### src/rtl/ssof_pkg.sv
// Shared types, constants and helper functions of the scan spike outlier filter.
package ssof_pkg;

  localparam int RANGE_BITS     = 16;
  localparam int INTENSITY_BITS = 16;
  localparam int CFG_BITS       = 16;
  localparam int CMP_BITS       = (RANGE_BITS > CFG_BITS) ? RANGE_BITS : CFG_BITS;

  localparam int QUEUE_DEPTH = 4;
  localparam int QPTR_BITS   = $clog2(QUEUE_DEPTH);
  localparam int QCNT_BITS   = $clog2(QUEUE_DEPTH + 1);

  localparam logic [CFG_BITS-1:0] THRESHOLD_RESET = CFG_BITS'(100);
  localparam logic [CFG_BITS-1:0] MIN_RANGE_RESET = '0;
  localparam logic [CFG_BITS-1:0] MAX_RANGE_RESET = CFG_BITS'(65535);

  typedef enum logic [1:0] {
    KIND_FINITE = 2'd0,
    KIND_PINF   = 2'd1,
    KIND_NINF   = 2'd2,
    KIND_NAN    = 2'd3
  } kind_t;

  typedef enum logic [1:0] {
    REG_THRESHOLD = 2'd0,
    REG_MIN_RANGE = 2'd1,
    REG_MAX_RANGE = 2'd2
  } reg_index_t;

  typedef struct packed {
    logic [CFG_BITS-1:0] threshold;
    logic [CFG_BITS-1:0] min_range;
    logic [CFG_BITS-1:0] max_range;
  } cfg_t;

  typedef struct packed {
    logic [RANGE_BITS-1:0]     range;
    logic [1:0]                kind;
    logic [INTENSITY_BITS-1:0] intensity;
    logic                      intensity_present;
    logic                      last;
    logic                      removed;
  } result_t;

  // Up to two results leave the front per accepted sample.
  typedef struct packed {
    logic [1:0] count;
    result_t    first;
    result_t    second;
  } push_t;

  // True when a finite sample jumps by more than the threshold from a neighbor.
  function automatic logic jump_exceeds(input logic [RANGE_BITS-1:0] cur,
                                        input logic [RANGE_BITS-1:0] nb,
                                        input logic [1:0]            nb_kind,
                                        input logic [CFG_BITS-1:0]   thr);
    logic [RANGE_BITS-1:0] diff;
    logic                  result;
    diff = (cur >= nb) ? (cur - nb) : (nb - cur);
    if (nb_kind == KIND_NAN) begin
      result = 1'b0;
    end else if (nb_kind != KIND_FINITE) begin
      result = 1'b1;
    end else begin
      result = CMP_BITS'(diff) > CMP_BITS'(thr);
    end
    return result;
  endfunction

endpackage

### src/rtl/ssof_front.sv
// Front part: accepts samples, holds one, decides removal and pushes results.
module ssof_front import ssof_pkg::*; (
  input  logic                      clk,
  input  logic                      rst,
  input  cfg_t                      cfg,
  input  logic                      in_valid,
  output logic                      in_ready,
  input  logic [RANGE_BITS-1:0]     range_value,
  input  logic [1:0]                range_kind,
  input  logic [INTENSITY_BITS-1:0] intensity,
  input  logic                      intensity_present,
  input  logic                      last_in_scan,
  input  logic                      space_ok,
  output push_t                     push
);

  logic [RANGE_BITS-1:0]     prev_out_range;
  logic [1:0]                prev_out_kind;
  logic [RANGE_BITS-1:0]     held_range;
  logic [1:0]                held_kind;
  logic [INTENSITY_BITS-1:0] held_intensity;
  logic                      held_has_intensity;
  logic                      held_valid;
  logic                      held_is_first;

  logic    accept;
  logic    in_window;
  logic    removed;
  result_t held_res;
  result_t new_res;

  assign in_ready = space_ok;
  assign accept   = in_valid && space_ok;

  assign in_window = (CMP_BITS'(held_range) >= CMP_BITS'(cfg.min_range)) &&
                     (CMP_BITS'(held_range) <= CMP_BITS'(cfg.max_range));

  assign removed = held_valid && !held_is_first && (held_kind == KIND_FINITE) && in_window &&
                   jump_exceeds(held_range, prev_out_range, prev_out_kind, cfg.threshold) &&
                   jump_exceeds(held_range, range_value, range_kind, cfg.threshold);

  always_comb begin
    held_res.range             = removed ? '0 : held_range;
    held_res.kind              = removed ? KIND_PINF : held_kind;
    held_res.intensity         = (removed || !held_has_intensity) ? '0 : held_intensity;
    held_res.intensity_present = held_has_intensity;
    held_res.last              = 1'b0;
    held_res.removed           = removed;

    new_res.range             = range_value;
    new_res.kind              = range_kind;
    new_res.intensity         = intensity_present ? intensity : '0;
    new_res.intensity_present = intensity_present;
    new_res.last              = 1'b1;
    new_res.removed           = 1'b0;

    push.count  = accept ? (2'(held_valid) + 2'(last_in_scan)) : 2'd0;
    push.first  = held_valid ? held_res : new_res;
    push.second = new_res;
  end

  always_ff @(posedge clk) begin
    if (rst) begin
      held_valid     <= 1'b0;
      held_is_first  <= 1'b0;
      prev_out_range <= '0;
      prev_out_kind  <= KIND_FINITE;
    end else if (accept) begin
      if (held_valid) begin
        prev_out_range <= held_res.range;
        prev_out_kind  <= held_res.kind;
      end
      if (last_in_scan) begin
        held_valid    <= 1'b0;
        held_is_first <= 1'b0;
      end else begin
        held_is_first <= !held_valid;
        held_valid    <= 1'b1;
      end
    end
  end

  always_ff @(posedge clk) begin
    if (accept && !last_in_scan) begin
      held_range         <= range_value;
      held_kind          <= range_kind;
      held_intensity     <= intensity;
      held_has_intensity <= intensity_present;
    end
  end

endmodule

### src/rtl/ssof_queue.sv
// Short result queue between front and back: up to two writes and one read per cycle.
module ssof_queue import ssof_pkg::*; (
  input  logic    clk,
  input  logic    rst,
  input  push_t   push,
  output logic    space_ok,
  input  logic    pop,
  output logic    not_empty,
  output result_t head
);

  result_t              entries [QUEUE_DEPTH];
  logic [QPTR_BITS-1:0] wr_ptr;
  logic [QPTR_BITS-1:0] rd_ptr;
  logic [QCNT_BITS-1:0] count;
  logic [QCNT_BITS-1:0] count_next;

  assign space_ok   = count <= QCNT_BITS'(QUEUE_DEPTH - 2);
  assign not_empty  = count != '0;
  assign head       = entries[rd_ptr];
  assign count_next = count + QCNT_BITS'(push.count) - QCNT_BITS'(pop);

  always_ff @(posedge clk) begin
    if (rst) begin
      wr_ptr <= '0;
      rd_ptr <= '0;
      count  <= '0;
    end else begin
      wr_ptr <= wr_ptr + QPTR_BITS'(push.count);
      rd_ptr <= rd_ptr + QPTR_BITS'(pop);
      count  <= count_next;
    end
  end

  always_ff @(posedge clk) begin
    if (push.count != 2'd0) begin
      entries[wr_ptr] <= push.first;
    end
    if (push.count == 2'd2) begin
      entries[wr_ptr + QPTR_BITS'(1)] <= push.second;
    end
  end

endmodule

### src/rtl/ssof_back.sv
// Back part: output register that drains the result queue one beat at a time.
module ssof_back import ssof_pkg::*; (
  input  logic    clk,
  input  logic    rst,
  input  logic    not_empty,
  input  result_t head,
  output logic    pop,
  output logic    out_valid,
  input  logic    out_ready,
  output result_t out_res
);

  assign pop = not_empty && (!out_valid || out_ready);

  always_ff @(posedge clk) begin
    if (rst) begin
      out_valid <= 1'b0;
    end else if (!out_valid || out_ready) begin
      out_valid <= not_empty;
    end
  end

  always_ff @(posedge clk) begin
    if (pop) begin
      out_res <= head;
    end
  end

endmodule

### src/rtl/scan_spike_outlier_filter_unit.sv
// Top level of the scan spike outlier filter: registers, front, queue and back.
//
// This block filters a stream of lidar scan samples, one sample per input beat,
// and removes isolated spikes: an inner sample of a scan that is finite, lies
// inside [min_range, max_range] and jumps by more than the jump threshold from
// both its already filtered predecessor and its raw successor is replaced by
// plus infinity with zero range and zero intensity, and out_removed is set.
// Infinite neighbors always count as a jump, NaN neighbors never do. The
// first and last samples of a scan pass unchanged. Because a decision needs
// the successor, output lags by one sample: a sample leaves when the next one
// arrives, and the last sample of a scan (last_in_scan) releases two output
// beats, its predecessor and itself. Throughput is one sample per cycle for
// scans of useful length while the output is ready; the single output register
// limits the rate to one result beat per cycle, so the extra beat of each scan
// end is absorbed by the four-entry result queue between the decision logic and
// the output. The input accepts whenever the queue has room for two results, so
// the input stays ready while a finished result waits at the output. After the
// successor's accept, the result is written into the queue and then into the
// output register. The registers are written through the cfg channel, which is
// always ready; indexes beyond the last register are ignored. Write them only
// while idle.
module scan_spike_outlier_filter_unit import ssof_pkg::*; (
  input  logic                      clk,
  input  logic                      rst,
  // Configuration write channel.
  input  logic                      cfg_valid,
  output logic                      cfg_ready,
  input  logic [1:0]                cfg_index,
  input  logic [CFG_BITS-1:0]       cfg_data,
  // Sample input channel.
  input  logic                      in_valid,
  output logic                      in_ready,
  input  logic [RANGE_BITS-1:0]     range_value,
  input  logic [1:0]                range_kind,
  input  logic [INTENSITY_BITS-1:0] intensity,
  input  logic                      intensity_present,
  input  logic                      last_in_scan,
  // Result output channel.
  output logic                      out_valid,
  input  logic                      out_ready,
  output logic [RANGE_BITS-1:0]     out_range,
  output logic [1:0]                out_kind,
  output logic [INTENSITY_BITS-1:0] out_intensity,
  output logic                      out_intensity_present,
  output logic                      out_last,
  output logic                      out_removed
);

  cfg_t    cfg;
  push_t   push;
  logic    space_ok;
  logic    pop;
  logic    not_empty;
  result_t head;
  result_t out_res;

  // The register file never stalls a write.
  assign cfg_ready = 1'b1;

  // Register writes; an unknown index falls through the default arm.
  always_ff @(posedge clk) begin
    if (rst) begin
      cfg.threshold <= THRESHOLD_RESET;
      cfg.min_range <= MIN_RANGE_RESET;
      cfg.max_range <= MAX_RANGE_RESET;
    end else if (cfg_valid && cfg_ready) begin
      case (reg_index_t'(cfg_index))
        REG_THRESHOLD: cfg.threshold <= cfg_data;
        REG_MIN_RANGE: cfg.min_range <= cfg_data;
        REG_MAX_RANGE: cfg.max_range <= cfg_data;
        default: ;
      endcase
    end
  end

  // Front: holds one sample and decides whether it is an isolated outlier.
  ssof_front u_front (
    .clk               (clk),
    .rst               (rst),
    .cfg               (cfg),
    .in_valid          (in_valid),
    .in_ready          (in_ready),
    .range_value       (range_value),
    .range_kind        (range_kind),
    .intensity         (intensity),
    .intensity_present (intensity_present),
    .last_in_scan      (last_in_scan),
    .space_ok          (space_ok),
    .push              (push)
  );

  // Queue: decouples the decision from output back pressure.
  ssof_queue u_queue (
    .clk       (clk),
    .rst       (rst),
    .push      (push),
    .space_ok  (space_ok),
    .pop       (pop),
    .not_empty (not_empty),
    .head      (head)
  );

  // Back: registered output beat.
  ssof_back u_back (
    .clk       (clk),
    .rst       (rst),
    .not_empty (not_empty),
    .head      (head),
    .pop       (pop),
    .out_valid (out_valid),
    .out_ready (out_ready),
    .out_res   (out_res)
  );

  assign out_range             = out_res.range;
  assign out_kind              = out_res.kind;
  assign out_intensity         = out_res.intensity;
  assign out_intensity_present = out_res.intensity_present;
  assign out_last              = out_res.last;
  assign out_removed           = out_res.removed;

endmodule

### config.mk
export PLATFORM = sky130hd
export DESIGN_NAME = scan_spike_outlier_filter_unit
export DESIGN_NICKNAME = d
export VERILOG_FILES = /design/src/rtl/ssof_pkg.sv /design/src/rtl/ssof_front.sv /design/src/rtl/ssof_queue.sv /design/src/rtl/ssof_back.sv /design/src/rtl/scan_spike_outlier_filter_unit.sv
export SDC_FILE = /design/constraint.sdc
export NUM_CORES = 1
export LEC_CHECK = 0
export ABC_AREA = 1
export ABC_CLOCK_PERIOD_IN_PS = 14800
export BUFFER_PORTS_ARGS = -buffer_cell sky130_fd_sc_hd__buf_2
export CAP_MARGIN = 25
export CORE_MARGIN = 3
export CORE_UTILIZATION = 65
export DETAILED_ROUTE_END_ITERATION = 6
export PLACE_DENSITY = 0.92
export SLEW_MARGIN = 25
export SYNTH_ARGS = -nofsm -noshare
export SYNTH_HDL_FRONTEND = slang
export SYNTH_HIERARCHICAL = 1
export SYNTH_SLANG_ARGS = --single-unit
### constraint.sdc
create_clock -name clk -period 14.8 [get_ports clk]
set_input_delay 3.7 -clock clk [delete_from_list [all_inputs] [get_ports clk]]
set_output_delay 3.7 -clock clk [all_outputs]
set_load 0.02 [all_outputs]
==> results.py <==
metrics = {
    "critical_path": {
        "cpPeakStageDelay_ps": 730,
        "cp_data_arrival_time_ps": 8390,
        "required_ps": 15060,
        "critPathKind": "in2reg",
        "rr_endpoint": "u_queue/entries[1][12]$_DFFE_PP_",
        "reg2reg_slack_ps": 8690,
        "critPathMaxFanout": 35,
        "endpoint_kind": "flip-flop",
        "rr_worst_depth": 28,
        "crit_top_cell": "nand2_1",
        "cp_slowest_cell": "nand3_2",
        "cp-start-kind": "input pin",
        "r2r-start": "u_front/held_range[0]$_DFFE_PP_",
    },
    "timing": {
        "fin_skew_ps": 17.47,
        "fmaxAchievable_mhz": 123.1,
        "layout_min_cycle_time_ps": 8125,
        "max-slew-margin-rel": 0.3339,
        "finalHoldViolations": 0,
        "rsz0062_at_grt": "false",
        "tightest_slew_ps": 999.2,
        "finalMaxSlewViolations": 0,
        "period_share": 0.5490,
        "setup_viol": 0,
        "post-route-worst-setup-slack_ps": 6675,
        "holdWs_ps": 456.1,
        "tns_ps": 0,
    },
    "clock_network": {
        "cts_tree": "built",
        "cts.clk_slew.worst_paths_ps": 60,
        "cts_setup_buffers": 0,
        "cts_resized": 0,
        "clock_latency_ps": 560,
        "cts_buffers": 31,
        "cts_max_level": 1,
        "cts.sinks": 296,
        "clockRootBuffer": "clkbuf_16",
        "postCtsHoldBufs": 0,
        "cts_buffer_depth": 3,
    },
    "floorplan": {
        "die_area_sq_mm": 0.03103,
        "num_rows": 61,
        "die_h_microns": 176.1,
        "core_area_sq_mm": 0.02816,
        "io_pins": 99,
        "start_util": 0.6681,
        "die_x_microns": 176.1,
    },
    "cells_and_area": {
        "final_common_cell": "nand2_1",
        "fin_util": 0.7147,
        "drive_gt1_frac": 0.1082,
        "layout_common_cells": "nand2_1, inv_1, edfxtp_1",
        "nNetsFinal": 2549,
        "stdcell_count": 2754,
        "syn2layout_area_growth_pct": 6.976,
    },
    "route": {
        "ant_nets": 0,
        "drtIter0Drc": 1954,
        "vias_per_cell": 5.988,
        "num_vias": 16490,
        "wl_per_cell_microns": 19.01,
        "drc": 16,
        "wl_microns": 52370,
        "first_pass_iters": 7,
    },
    "power": {
        "swShare": 0.3620,
        "p_sw_mw": 1.023,
        "leakagePower_nw": 9.466,
        "cellPowerDensity_mw_per_mm2": 140.4,
        "p_clk_frac": 0.275,
        "combPwrFrac": 0.322,
        "ir_worst_vdd_uv": 101.8,
        "intPower_mw": 1.802,
        "pwr-share-seq": 0.403,
    },
    "hold_path": {
        "worstHoldStart": "cfg[10]$_SDFFE_PP1P_",
        "hold_path_depth": 2,
        "hold_end": "cfg[10]$_SDFFE_PP1P_",
        "hold_path_class": "reg2reg",
    },
    "yosys": {
        "ys_seq_area_frac": 0.4320,
        "netlist_area_sq_mm": 0.01882,
        "synth_cells": 2333,
        "ys_warn_count": 6,
        "synth_nets": 2530,
        "ys_ff_latch": 296,
        "synth.distinct_cells": 46,
        "syn_area_per_cell_sq_um": 8.065,
    },
    "place": {
        "dp_slack_ps": 6298,
        "place_inst": 2697,
        "portBuffers": 97,
        "place.gp.congestion": 0.9825,
        "hpwl_microns": 35640,
    },
    "run_status": {
        "violations": "DRC",
        "outcome": "finished with violations",
    },
    "global_route": {
        "grt_pass1_wl_microns": 81740,
        "grtUsageTotal": 0.3304,
        "antenna_found_initial": 3,
        "overflow": 0,
        "grt_pass1_vias": 15890,
        "grt_max_degree": 79,
    },
    "run": {
        "maxCapViolCount": 0,
    },
}
## layer usage
| metal | global-route usage | vias up | share of wire |
|---|---|---|---|
| li1 | - | 7658 | - |
| met1 | 0.4185 | 7581 | 0.37 |
| met2 | 0.5778 | 1042 | 0.49 |
| met3 | 0.03763 | 206 | 0.094 |
| met4 | 0.1349 | 4 | 0.043 |
| met5 | 0 | - | 0.00040 |
## metrics by stage
step / power, mW / instance area [sq um]
4_1_cts: 2.812 / 20120
5_1_grt: 2.967 / 20130
6_report: 2.825 / 20130
2_1_floorplan: 1.778 / 18820
3_3_place_gp: 1.981 / 19120
3_5_place_dp: 2.036 / 19120
## cell families (layout without fill, tap and decap cells)
kind of cell | Yosys count | after routing | synth area share
DFF | 296 | 296 | 0.4320
other | 3 | 4 | 0.0005984
AOI/OAI and AO/OA | 527 | 527 | 0.1593
adders and majority gates | 138 | 138 | 0.09376
xor gates and xnor gates | 20 | 20 | 0.009309
buffers and inverters | 500 | 542 | 0.1204
and+or+nand+nor | 849 | 849 | 0.1846
## worst max-delay path: cells and delay by family
kind / cells / cell delay, ps
adders and majority gates: 2 / 670
buffers and inverters: 5 / 580
AOI/OAI and AO/OA: 5 / 1020
and+or+nand+nor: 15 / 2380
## state kept, by name, summed over array words and instances, names as in the netlist
register and cells:
u_front/prev_out_kind 2, u_queue/entries 148, cfg 48, u_front/held_has_intensity 1
u_back/out_valid 1, u_queue/count 3, u_back/out_res 37, u_front/prev_out_range 16
u_front/held_intensity 16, u_front/held_is_first 1, u_front/held_valid 1, u_queue/wr_ptr 2
u_queue/rd_ptr 2, u_front/held_kind 2, u_front/held_range 16
## Yosys cell counts (all sizes together)
cell type	count	area (sq um)
nand2	604	2292
nand4	20	125.1
o211ai	40	305.3
a221oi	2	23.77
nand3b	6	45.04
a21boi	2	15.01
o21bai	8	60.06
dfxtp	76	1521
inv	374	1406
nor2	128	500.5
fa	5	100.1
nand3	85	463.0
a21oi	160	808.3
edfxtp	220	6606
xor2	16	140.1
o21a	5	37.54
buf	92	730.7
a31oi	2	12.51
conb	3	11.26
nor3	5	41.29
o21ai	298	1660
ha	133	1664
o31ai	3	22.52
xnor2	4	35.03
and2	1	6.260
clkbuf	34	128.9
a21o	7	52.55
## final cells by class
cell class / count / area, sq um
multi-input combinational: 1537 / 8511
sequential: 296 / 8133
fill: 2037 / 8035
inverter: 374 / 1406
clock buffer: 37 / 808.3
timing repair buffer: 112 / 598.1
tap: 378 / 473.0
clock inverter: 19 / 196.4
antenna: 1 / 2.502
## power by group through the flow
| stage | clock (mW) | sequential [mW] | combinational (mW) |
|---|---|---|---|
| after CTS | 0.780 | 1.14 | 0.895 |
| after floorplan | 0 | 1.19 | 0.587 |
| after global placement | 0 | 1.14 | 0.838 |
| final | 0.778 | 1.14 | 0.909 |
| after detailed placement | 0 | 1.15 | 0.882 |
| after global routing | 0.817 | 1.15 | 1.00 |
## worst max path at each step
stage,startpoint,endpoint,slack (ps),cells after the start
2_1_floorplan,last_in_scan,u_queue/entries[0][0]$_DFFE_PP_,7080,6
3_3_place_gp,range_value[0],u_queue/entries[3][21]$_DFFE_PP_,6490,30
3_5_place_dp,range_value[0],u_queue/entries[0][27]$_DFFE_PP_,6300,30
4_1_cts,range_value[0],u_queue/entries[0][27]$_DFFE_PP_,6780,30
5_1_grt,range_value[0],u_queue/entries[0][27]$_DFFE_PP_,6280,30
6_report,range_value[3],u_queue/entries[1][12]$_DFFE_PP_,6670,27
Note: power is estimated with default switching activity, not from simulation.
